### config.mk
export PLATFORM = sky130hd
export DESIGN_NAME = txiq_ram
export DESIGN_NICKNAME = d
export VERILOG_FILES = /design/src/hw/rtl/txiq_pkg.sv /design/src/hw/rtl/txiq_ram.sv
export SDC_FILE = /design/constraint.sdc
export NUM_CORES = 1
export LEC_CHECK = 0
export BUFFER_PORTS_ARGS = -buffer_cell sky130_fd_sc_hd__buf_4
export CORE_ASPECT_RATIO = 1.2
export CORE_MARGIN = 3
export CORE_UTILIZATION = 45
export DETAILED_ROUTE_END_ITERATION = 8
export PLACE_DENSITY = 0.7
export SYNTH_ARGS = -nofsm -noshare
export SYNTH_HDL_FRONTEND = slang
export SYNTH_SLANG_ARGS = --single-unit
### constraint.sdc
create_clock -name clock -period 1.8 [get_ports clock]
set_input_delay 0.27 -clock clock [delete_from_list [all_inputs] [get_ports clock]]
set_output_delay 0.27 -clock clock [all_outputs]
set_load 0.005 [all_outputs]
### src/hw/rtl/txiq_pkg.sv
`timescale 1ns / 1ps

package txiq_pkg;

   localparam int SENSE_BITS   = 12;
   localparam int TAYLOR_TERMS = 14;
   localparam int RSP_DATA_W   = 40;

   localparam logic [1:0] KIND_SAMPLE  = 2'd0;
   localparam logic [1:0] KIND_READING = 2'd1;
   localparam logic [1:0] KIND_CLEAR   = 2'd2;

   localparam logic [2:0] REG_I_GAIN        = 3'd0;
   localparam logic [2:0] REG_Q_GAIN        = 3'd1;
   localparam logic [2:0] REG_FIXED_GAIN_EN = 3'd2;
   localparam logic [2:0] REG_AMP_PROT_EN   = 3'd3;
   localparam logic [2:0] REG_SUPPLY_MODE   = 3'd4;

   localparam logic [1:0] MODE_3V3 = 2'd0;
   localparam logic [1:0] MODE_5V0 = 2'd1;

   localparam int SENSE_THRESH = 20;

   localparam logic [63:0] LOG2_10_Q32 = 64'd14267572528;
   localparam logic [63:0] DIV_33      = 64'd2730;
   localparam logic [63:0] DIV_50      = 64'd1802;
   localparam logic [31:0] LN2_Q32     = 32'd2977044472;

   localparam logic [31:0] K_33 = 32'((LOG2_10_Q32 + DIV_33 / 2) / DIV_33);
   localparam logic [31:0] K_50 = 32'((LOG2_10_Q32 + DIV_50 / 2) / DIV_50);

   localparam logic [16:0] UNITY_FACTOR = 17'd65536;
   localparam logic signed [17:0] UNITY_GAIN = 18'sd65536;

   localparam int STATE_W     = 17;
   localparam int STATE_DEPTH = 2;

   localparam logic ADDR_FACTOR = 1'b0;
   localparam logic ADDR_WARN   = 1'b1;

endpackage

### src/hw/rtl/txiq_ram.sv
`timescale 1ns / 1ps

module txiq_ram #(
   parameter int WIDTH = txiq_pkg::STATE_W,
   parameter int DEPTH = txiq_pkg::STATE_DEPTH
) (
   input  logic                     clock,
   input  logic                     wr_en,
   input  logic [$clog2(DEPTH)-1:0] wr_addr,
   input  logic [WIDTH-1:0]         wr_data,
   input  logic                     rd_en,
   input  logic [$clog2(DEPTH)-1:0] rd_addr,
   output logic [WIDTH-1:0]         rd_data
);

   logic [WIDTH-1:0] mem_ff [DEPTH];
   logic [WIDTH-1:0] rd_data_ff;

   always_ff @(posedge clock) begin
      if (wr_en) begin
         mem_ff[wr_addr] <= wr_data;
      end
      if (rd_en) begin
         rd_data_ff <= mem_ff[rd_addr];
      end
   end

   assign rd_data = rd_data_ff;

endmodule

Word level (Yosys, flattened, before mapping)
Memories as Yosys holds them, arrays and structs flattened. A register that Yosys moved wholly into a read port is not among the register bits.
Index checks and enable logic that the tools add are counted.
{ "classes": {"mux": 2} }
{ "ops": {"columns": ["operator", "count"], "rows": [
  ["two-way mux 1 bit", 2]
]} }
{ "word_totals": {"output_inout_bits": 17, "wordCells": 3, "mem_bits_rw": 34, "inputBits": 22, "register_bits": 0, "n_memories": 1} }
{ "mem_list": {"columns": ["memory", "words", "word_bits", "read_ports", "rd_ports_with_merged_regs", "wr", "line", "source"], "rows": [
  ["mem_ff", 2, 17, 1, 1, 1, "txiq_ram.sv:16", "logic [WIDTH-1:0] mem_ff [DEPTH];"]
]} }

Logic depth before layout (Yosys ltp)
Gate-level depths: netlist of the first run.
{ "logic_depth": {"ltp_word": 2, "mapped_depth": 3, "mapped_depth_nobuf": 1} }

Least setup slack after synthesis of the first run
Ideal clock, no wire load.
{ "synth_path": {"kind": "input -> register", "start": "in wr_en", "end": "mem mem_ff[0][0] (netlist name), enable pin", "setup_ps": 393, "arrival_time_ps": 1077, "cell_stages": 1, "setup_slack_ps": 330, "path_buffers": 0, "required_time_ps": 1407, "path_cell_list": "nor2b_1"} }
{ "synth_via": {"elab_chain_len": 2} }
{ "synth_rtl": {"columns": ["item", "line", "source"], "rows": [
  ["start: declaration", "txiq_ram.sv:8", "input logic wr_en,"],
  ["two-way mux 1 bit", "txiq_ram.sv:20", "if (wr_en) begin"],
  ["two-way mux 1 bit (implied by the code)", "txiq_ram.sv:21", "mem_ff[wr_addr] <= wr_data;"],
  ["end: declaration", "txiq_ram.sv:16", null]
]} }
Every way passes these cells.

Worst setup path after layout of the first run
{ "layout_path": {"start": "reg rd_data_ff[4], in the netlist rd_data[4], read port of mem_ff", "end": "out rd_data[4]"} }
{ "layout_rtl": {"columns": ["item", "line", "source"], "rows": [
  ["start: declaration", "txiq_ram.sv:17", "logic [WIDTH-1:0] rd_data_ff;"],
  ["end: declaration", "txiq_ram.sv:13", "output logic [WIDTH-1:0] rd_data"]
]} }
No word-level cell between the ends.

==> results of run 1 <==
## synthesized netlist by cell type (all sizes together)
library cell / instances
edfxtp: 51
nor2b: 1
mux2: 17
buf: 2
and2: 1
## logic make-up after synthesis
logic type,share of synthesized area
multiplexers,0.1269
AND/OR/NAND/NOR,0.006939
buffers and inverters,0.01734
flip-flops,0.8488
## flip-flops by register name (all words and copies together), names as in the netlist
register  cells
mem_ff       34
rd_data      17
## worst max path at each step
stage,to,startpoint,slack [ns],depth (start not counted)
3_5_place_dp,rd_data[2],rd_addr,0.62,2
5_1_grt,rd_data[9],rd_data[9],0.66,1
4_1_cts,rd_data[4],rd_data[4],0.69,1
2_1_floorplan,mem_ff[0][0],wr_en,0.33,1
3_3_place_gp,rd_data[3],rd_addr,0.64,2
6_report,rd_data[4],rd_data[4],0.71,1
## final cells by class
type                    instances  area, um^2
clock buffers                   6       72.57
clock inverters                 1       30.03
flip-flops and latches         51        1531
multi-input cells              19       244.0
repair buffers                 40       300.3
well taps                      52       65.06
fillers                       277        1510
## where the power goes
group / switching (uW) / total [uW] / internal [uW] / leakage (uW)
sequential: 19.9 / 1420 / 1400 / 0.000485
clock: 327 / 735 / 407 / 0.0000513
combinational: 63.8 / 170 / 106 / 0.000308
## per-stage QoR
stage               instances  hold WS (ns)  area (um^2)  total power, uW
floorplan                  72        0.3689         1804             1522
global placement          162        0.4564         2141             1612
detailed placement        162        0.4575         2141             1624
CTS                       169        0.1408         2243             2353
global route              169        0.1297         2243             2423
finish                    169        0.1523         2243             2326
## metal layers
layer / GRT usage / routed length (um) / vias up
li1: - / - / 373
met1: 0.1063 / 814 / 368
met3: 0.04572 / 171 / 6
met4: 0.06475 / 57 / 0
met5: 0 / 0 / -
met2: 0.2044 / 1382 / 29
==> run summary, run 1 <==
The flow ran to the end, and the final reports show no timing, DRC or antenna violations. After synthesis, the cell types taking the most area are sky130_fd_sc_hd__edfxtp_1 (85%), sky130_fd_sc_hd__mux2_4 (8.3%), sky130_fd_sc_hd__mux2_2 (4.4%), sky130_fd_sc_hd__buf_12 (1.1%), sky130_fd_sc_hd__buf_6 (0.62%). The first detailed-routing pass ran for 4 iterations.

The number of port buffers came out at 38. The data required time of the worst path came out at 1.53 ns. The number of antenna violations at the first check in global routing is 0. For this design the static power due to leakage is 0.0008450 uW. The number of placement rows is 24.

The post-CTS setup repair buffer count is 0. The share of the core filled with cells in the final layout came out at 0.5977. The share of cells above drive strength 1 came out at 0.5470.

The worst-case headroom to the max-slew limit came out at 0.8195. The number of endpoints with negative hold slack in the final report is 0. The arrival time reported for the critical path endpoint is 0.82 ns. The starting DRC count in detailed routing came out at 13. The actual transition at the worst max-transition pin is 0.2708 ns.

The maximum VDD drop is 0.7584 mV. Relative to the synthesized area, the layout overhead comes to 24.34%. Buffers inserted during clock tree synthesis total 5. The sequential-to-total area share from yosys stat came out at 0.8488.

The worst setup path is of the reg2out kind. The total grt overflow is 0. In this run the critical register-to-register path is captured at rd_data[11]. The endpoint of the worst hold-timing path is mem_ff[1][12]. The number of distinct library cells after synthesis came out at 7. The slack of the critical path is 0.7094 ns.

The cell family contributing the most delay on the critical path is flip-flops. The worst slack at placement is 0.6199 ns. The number of gates resized after cts is 0.

The worst hold path begins at wr_data[12]. The core region area is 3754 um^2. The number of global-route vias before repair was 786. The critical path goes through buf_4. The insertion delay to the later sink of the worst-skew pair came out at 0.30 ns.

The post-layout net count is 139. The height of the die came out at 75.36 um. The largest net degree at the start of global routing is 18.

For this run, design rule violations remaining after detail routing come to 0. The logic depth of the worst register-to-register path is 1. The count of hold-fix buffers inserted at cts came out at 0. The number of buffers between clock root and the deepest sink came out at 2. The clock arrives with 0.006319 ns of skew. The sum of buffers and inverters on the critical path is 1. The worst setup path is launched from a flop. The total negative slack for setup checks came out at 0 ns. The number of max-slew violations in the final report is 0. The I/O pin count is 39. TritonCTS built the clock tree. The congestion estimate from routability-driven global placement came to 0.6165. The wire-length estimate of the detail-placed layout is 1666 um. The routed via count came out at 776.

The floorplan step defined a die boundary enclosing 4808 um^2. The library cells used most frequently in the layout, excluding fill and tap cells, are sky130_fd_sc_hd__edfxtp_1 (51), sky130_fd_sc_hd__buf_4 (40), sky130_fd_sc_hd__mux2_4 (10). Setup repair after global routing left no endpoint under its margin. The repair_antennas step left the layout with diodes totalling 0. From left edge to right edge, the die measures 63.80 um. The final setup violation count came out at 0. The library cell used most frequently in the layout, excluding fill and tap cells, is sky130_fd_sc_hd__edfxtp_1. The minimum clock period after layout came out at 1.091 ns. The portion of the clock cycle consumed by the worst path in the final layout came out at 0.6059. Dividing the detail-routed via count by the number of cells gives 4.592.

The average wire per standard cell is 14.35 um. The maximum cell stage delay along the critical path came out at 0.38 ns. Power spread over the standard cell area amounts to 1037 nW/um^2. The overall track demand over capacity in global routing is 0.1118. The tightest min-delay check is of the in2reg type. The root buffer cell chosen for the clock tree is sky130_fd_sc_hd__clkbuf_8. Counting instances, the worst hold path has a depth of 1. The number of clock sinks is 51. The post-route antenna net violation count came out at 0. The source of the worst register-to-register timing path is mem_ff[0][11]. The initial core utilization came out at 0.4807. The global-route wire length before repair came out at 3753 um.

After synthesis the netlist holds a flip-flop and latch count of 51. The post-synthesis instance total is 72. Of all nets on the critical path, the largest fanout is 1. The post-synthesis net count is 94.

The fmax came out at 916.9 MHz. The cell area after technology mapping is 1804 um^2. The number of H-tree branching levels came out at 2. The tool flagged a number of max-cap violations equal to 0. The dominant cell type by area after synthesis is sky130_fd_sc_hd__edfxtp_1. The average footprint of a synthesized cell came out at 25.06 um^2. The area share of the leading cell type in the synthesized netlist is 0.8488.

STA classifies the critical path endpoint as an output port. The aggregate routed wire length came out at 2425 um. After clock tree synthesis, the clock-pin slew on the worst setup and hold paths is 0.08 ns. The cell at the slowest stage of the critical path is sky130_fd_sc_hd__edfxtp_1. Setup slack on the worst reg-to-reg path comes out at 0.90 ns. The total of warnings raised by yosys came out at 0.
No activity file was read; power rests on OpenSTA's default activity.
==> inputs of run 2 (changes only) <==
Settings changed: PLACE_DENSITY 0.7 to 0.73.
Clock period 1.8 ns to 1 ns, I/O delays scaled along.
==> run summary, run 2 (same netlist as run 1, synthesis figures left out) <==
The diode insertion count for antenna repair was 0 (unchanged). The total grt overflow was 0 (unchanged). The data required time of the worst path is 0.85 ns (-0.68 ns). The number of H-tree branching levels came out at 2 (unchanged).

The most frequent standard cell in the layout excluding fill and tap cells is sky130_fd_sc_hd__edfxtp_1. The height of the die came out at 75.36 um (unchanged). The logic depth of the worst register-to-register path came to 1 (unchanged).

The largest net degree at the start of global routing was 18 (unchanged). The fmax came out at 1014 MHz. The x dimension of the die was 63.80 um (unchanged).

The average wire per standard cell came out at 14.81 um (+3.2%). The clock transition time at the flip-flop clock pins of the worst setup and hold paths came to 0.08 ns (about the same). The total negative slack for setup checks came out at 0 ns (unchanged). The number of flip-flops in the largest register came out at 34 (unchanged). The number of clock sinks is 51 (unchanged). The sum of buffers and inverters on the critical path was 1 (unchanged). The I/O pin count is 39 (unchanged). The post-layout net count was 142 (+2.2%). The half-perimeter wire length after detailed placement is 1843 um (+11%). The number of placement rows is 24 (unchanged). The type of the setup path with the least slack is reg2out. The cell at the slowest stage of the critical path is sky130_fd_sc_hd__edfxtp_1. The number of buffers between clock root and the deepest sink is 2 (unchanged). The worst hold-check slack came out at 0.04000 ns (-0.1123 ns). The actual transition at the worst max-transition pin came to 0.2366 ns (-0.03415 ns). The die footprint is 4808 um^2 (unchanged). The number of global-route vias before repair is 838 (+6.6%).

The number of antenna violations at the first check in global routing is 0 (unchanged). The path class of the tightest hold or removal check is in2reg. The number of max-slew violations in the final report came out at 0 (unchanged). The initial core utilization is 0.4807 (unchanged). The final setup violation count came out at 0 (unchanged). The worst-case headroom to the max-slew limit came out at 0.8422 (+0.02277). The insertion delay to the later sink of the worst-skew pair came out at 0.29 ns (about the same). The run finished with clean final reports. STA classifies the critical path endpoint as an output port. The starting DRC count in detailed routing came to 24 (+11).

The family of cells with the greatest summed delay on the critical path is flip-flops. The number of port buffers came out at 38 (unchanged). The setup clock skew after layout was 0.006495 ns (+0.0001767 ns). The post-route DRC violation count is 0 (unchanged). Ranked by flip-flop count, first place goes to mem_ff.

The origin of the worst setup path is rd_data[1]. The post-CTS setup repair buffer count was 0 (unchanged). The root buffer cell chosen for the clock tree is sky130_fd_sc_hd__clkbuf_8.

The global-route wire length before repair is 4022 um (+7.2%). The startpoint identified for the worst register-to-register timing path is mem_ff[0][11]. In this run the critical register-to-register path is captured at rd_data[11]. The filler cell count came out at 267 (-3.6%). The routability-driven placement congestion ratio is 0.6297 (+2.1%). The power per cell area was 1813 nW/um^2 (+75%). The library cells used most frequently in the layout, excluding fill and tap cells, are sky130_fd_sc_hd__edfxtp_1 (51), sky130_fd_sc_hd__buf_4 (36), sky130_fd_sc_hd__mux2_4 (10). The area growth from synthesis to layout is 29.54%. The share of cells above drive strength 1 is 0.5620 (+0.01497). The worst setup path is launched from a flop. The slack of the critical path came out at 0.01426 ns (-0.6951 ns). The leakage power figure came out at 0.0008879 uW (+5.1%). The routed via count divided by cell count is 4.613 (+0.46%). The aggregate routed wire length is 2562 um (+5.6%). The maximum cell stage delay along the critical path came out at 0.41 ns (+0.03 ns). The cell count along the critical path is 1 (unchanged). TritonCTS built the clock tree. Traced cell by cell, the critical path runs through buf_6. The setup slack on the worst flop-to-flop path came to 0.09 ns (-0.81 ns). The smallest clock period supported by the final layout is computed as 0.9857 ns. The core region area is 3754 um^2 (unchanged). The most critical setup path has its endpoint at rd_data[1]. The worst slack at placement is -0.01003 ns (-0.6300 ns).

The portion of the clock cycle consumed by the worst path in the final layout came out at 0.9857. The count of max-cap constraint violations is 0 (unchanged). The post-route antenna net violation count is 0 (unchanged). The routed via count is 798 (+2.8%). The clock buffer count from CTS came to 5 (unchanged).

The power consumption is 4237 uW (+82%). The arrival time reported for the critical path endpoint came out at 0.84 ns (+0.02 ns). The maximum VDD drop came out at 1.008 mV (+33%).

Setup repair after global routing could not meet its margin everywhere. The first-pass iteration count of the detailed router is 4 (unchanged). The overall track demand over capacity in global routing came out at 0.1166 (+0.004765). The number of endpoints with negative hold slack in the final report came out at 0 (unchanged). The biggest fanout along the worst timing path was 1 (unchanged).
-- run 2: cell count changes in the layout (fill, tap and decap cells not counted) --
cell and change:
sky130_fd_sc_hd__buf_4 -4, sky130_fd_sc_hd__clkbuf_1 -1, sky130_fd_sc_hd__buf_6 +3, sky130_fd_sc_hd__buf_12 +4, sky130_fd_sc_hd__nor2b_4 +1, sky130_fd_sc_hd__clkinv_2 +1
sky130_fd_sc_hd__clkinv_1 +1, sky130_fd_sc_hd__nor2b_2 -1
-- run 2: through the flow --
| stage | instance area [um^2] | utilization | std cells |
|---|---|---|---|
| 6_report | 2337 | 0.6227 | 173 |
| 5_1_grt | 2337 | 0.6227 | 173 |
| 4_1_cts | 2326 | 0.6197 | 173 |
| 3_5_place_dp | 2218 | 0.5910 | 165 |
| 3_3_place_gp | 2218 | 0.5910 | 165 |
| 2_1_floorplan | 1812 | - | 72 |
-- run 2: worst min path at each step --
| stage | start | slack (ns) | end | depth (start not counted) |
|---|---|---|---|---|
| 2_1_floorplan | wr_data[0] | 0.25 | mem_ff[0][0] | 0 |
| 3_3_place_gp | wr_data[5] | 0.34 | mem_ff[0][5] | 1 |
| 3_5_place_dp | wr_data[9] | 0.34 | mem_ff[1][9] | 1 |
| 4_1_cts | wr_data[9] | 0.03 | mem_ff[1][9] | 1 |
| 5_1_grt | wr_data[13] | 0.02 | mem_ff[1][13] | 1 |
| 6_report | wr_data[9] | 0.04 | mem_ff[1][9] | 1 |
-- run 2: timing repair --
action,4_1_cts,5_1_grt
gates resized for setup,0,3
hold buffers,0,0
endpoints found under the setup margin,1,8
-- run 2: area by class of cell --
type	count	area, um^2	area share
clock inverter	3	38.79	0.01660
multi-input combinational	19	249.0	0.1065
clock buffer	5	68.82	0.02944
sequential	51	1531	0.6552
tap	52	65.06	0.02784
timing repair buffer	43	384.1	0.1643
-- run 2: per-layer routing --
metal	part of all wire	wire length, um	vias to the layer above	GRT usage
met1	0.38	981	392	0.1250
met2	0.56	1435	24	0.2113
met3	0.046	118	2	0.03982
li1	-	-	380	-
met5	0	0	-	0
met4	0.010	26	0	0.05036
-- run 2: where the power goes --
| part | leakage [uW] | switching (uW) | internal, uW | total (uW) |
|---|---|---|---|---|
| Combinational | 0.000347 | 123 | 227 | 350 |
| Clock | 0.0000556 | 592 | 732 | 1320 |
| Sequential | 0.000485 | 40.1 | 2520 | 2560 |
==> inputs of run 3 (changes only) <==
Settings changed: CAP_MARGIN set to 5, CORE_ASPECT_RATIO 1.2 to 0.9, SKIP_LAST_GASP set to 1.
==> run summary, run 3 (same netlist as run 1, synthesis figures left out) <==
TritonCTS built the clock tree. The number of max-slew violations in the final report came out at 0 (unchanged). The power consumption is 3985 uW (-6.0%). The maximum VDD drop is 1.154 mV (+15%). The startpoint class of the critical path is a flop. The diode insertion count for antenna repair is 0 (unchanged). The first-pass iteration count of the detailed router came out at 3 (-1). The number of endpoints with negative hold slack in the final report is 0 (unchanged). The share of cells above drive strength 1 came out at 0.5546 (-0.007362). The overall track demand over capacity in global routing came out at 0.1166 (about the same). The library cell used most frequently in the layout, excluding fill and tap cells, is sky130_fd_sc_hd__edfxtp_1. Among cell families on the critical path, the largest total delay comes from flip-flops.

The core region area is 3784 um^2 (+0.80%). By startpoint and endpoint, the worst setup path is classified as reg2out. The number of placement rows is 21 (-13%). In this run the worst hold path is classified as in2reg. The number of buffers between clock root and the deepest sink was 2 (unchanged).

The number of clock sinks came out at 51 (unchanged). The global-route wire length before repair is 3933 um (-2.2%). The actual transition at the worst max-transition pin is 0.2789 ns (+0.04223 ns). The library cell used as clock root buffer is sky130_fd_sc_hd__clkbuf_8. The die footprint came out at 4806 um^2 (about the same). The fmax is 986.9 MHz (-2.7%). The largest net degree at the start of global routing came out at 18 (unchanged). The critical path goes through buf_6.

The count of hold-fix buffers inserted at cts came out at 0 (unchanged). Ranked by flip-flop count, first place goes to mem_ff. The leakage power figure came out at 0.0008502 uW (-4.2%).

The total negative slack for setup checks is -0.01326 ns (-0.01326 ns). The arrival time reported for the critical path endpoint was 0.86 ns (+0.02 ns). The clock buffer count from CTS came out at 5 (unchanged). The total grt overflow came out at 0 (unchanged). The number of H-tree branching levels is 2 (unchanged).

The initial core utilization is 0.4769 (-0.003815). The post-layout net count is 140 (-1.4%). The I/O pin count is 39 (unchanged). The worst slack at placement is -0.06225 ns (-0.05222 ns). The number of flip-flops in the largest register came out at 34 (unchanged). The power per cell area is 1770 nW/um^2 (-2.3%). For this design, the slowest cell found on the critical path is sky130_fd_sc_hd__edfxtp_1. The routed via count divided by cell count is 4.739 (+2.7%).

The aggregate routed wire length was 2440 um (-4.8%). The average wire per standard cell is 14.79 um (-0.14%). The routability-driven placement congestion ratio is 0.5883 (-6.6%). The worst-case headroom to the max-slew limit is 0.8141 (-0.02815). The maximum cell stage delay along the critical path is 0.43 ns (+0.02 ns). The top cell types in the final layout, fill and taps aside, are sky130_fd_sc_hd__edfxtp_1 (51), sky130_fd_sc_hd__buf_4 (38), sky130_fd_sc_hd__mux2_4 (10). Setup repair after global routing could not meet its margin everywhere.

The sum of buffers and inverters on the critical path came to 1 (unchanged). The number of global-route vias before repair is 822 (-1.9%). The final setup violation count is 1 (+1). The critical path capture point type is an output port. The setup clock skew after layout is 0.005475 ns (-0.001020 ns). The final reports fail on setup timing. The data required time of the worst path came out at 0.85 ns (about the same). The height of the die is 66.07 um (-12%).

The post-route DRC violation count is 0 (unchanged). The number of port buffers came out at 38 (unchanged). The starting DRC count in detailed routing is 15 (-38%). The half-perimeter wire length after detailed placement is 1654 um (-10%). The flow ran to the end, but the final reports show violations. The portion of the clock cycle consumed by the worst path in the final layout came to 1.013 (+0.02751). The minimum clock period after layout came out at 1.013 ns (+0.02751 ns). The x dimension of the die is 72.75 um (+14%). The clock transition time at the flip-flop clock pins of the worst setup and hold paths came out at 0.09 ns (about the same).

The number of antenna violations at the first check in global routing is 0 (unchanged). The post-route antenna net violation count is 0 (unchanged). The biggest fanout along the worst timing path is 1 (unchanged). The insertion delay to the later sink of the worst-skew pair is 0.30 ns (about the same). The area growth from synthesis to layout came out at 24.76%.

The count of max-cap constraint violations was 0 (unchanged). The slack of the critical path is -0.01326 ns (-0.02751 ns). The routed via count is 782 (-2.0%).
## run 3: cell types whose count changed in the layout (fill, tap and decap cells not counted), sizes merged
cell,previous run,this run
buf,43,41
bufinv,1,0
clkbuf,5,6
clkinv,2,1
clkinvlp,0,1
## run 3: timing repair
| action | CTS | global route |
|---|---|---|
| pin swaps | 0 | 0 |
| setup buffers | 0 | 0 |
| cloned | 0 | 0 |
| gates resized for setup | 0 | 2 |
| setup endpoints to repair | 2 | 12 |
## run 3: per-layer routing
metal  vias to the layer above  global-route usage  part of all wire
li1                        376                   -                 -
met3                         6             0.04863             0.067
met5                         -                   0                 0
met1                       377              0.1150              0.36
met4                         0             0.06912             0.024
met2                        23              0.2027              0.55
## run 3: final cells by class
| type | count | area (um^2) |
|---|---|---|
| clock inverters | 2 | 12.51 |
| well taps | 46 | 57.56 |
| fillers | 293 | 1533 |
| repair buffers | 41 | 327.8 |
| clock buffers | 6 | 72.57 |
| flip-flops and latches | 51 | 1531 |
| multi-input cells | 19 | 249.0 |
## run 3: power breakdown
part | internal (uW) | leakage (uW) | total, uW | switching, uW
Sequential | 2520 | 0.000485 | 2560 | 38.4
Clock | 489 | 0.0000412 | 1100 | 615
Combinational | 204 | 0.000324 | 319 | 115
Total | 3220 | 0.000850 | 3980 | 769
## run 3: worst paths after layout
path                                endpoint  slack, ns     startpoint  cells past startpoint
worst max-delay path              rd_data[3]      -0.01     rd_data[3]                      1
worst min-delay path            mem_ff[1][8]       0.03     wr_data[8]                      1
worst max register to register   rd_data[12]       0.11  mem_ff[0][12]                      1
worst min register to register   rd_data[14]       0.55  mem_ff[0][14]                      1
## run 3: per-stage QoR
stage	util	hold WS [ns]	cells	instance area [um^2]
floorplan	-	0.2489	72	1812
global placement	0.5704	0.3348	157	2158
detailed placement	0.5704	0.3391	157	2158
CTS	0.5929	0.01993	165	2243
global route	0.5949	0.008915	165	2251
finish	0.5949	0.03105	165	2251
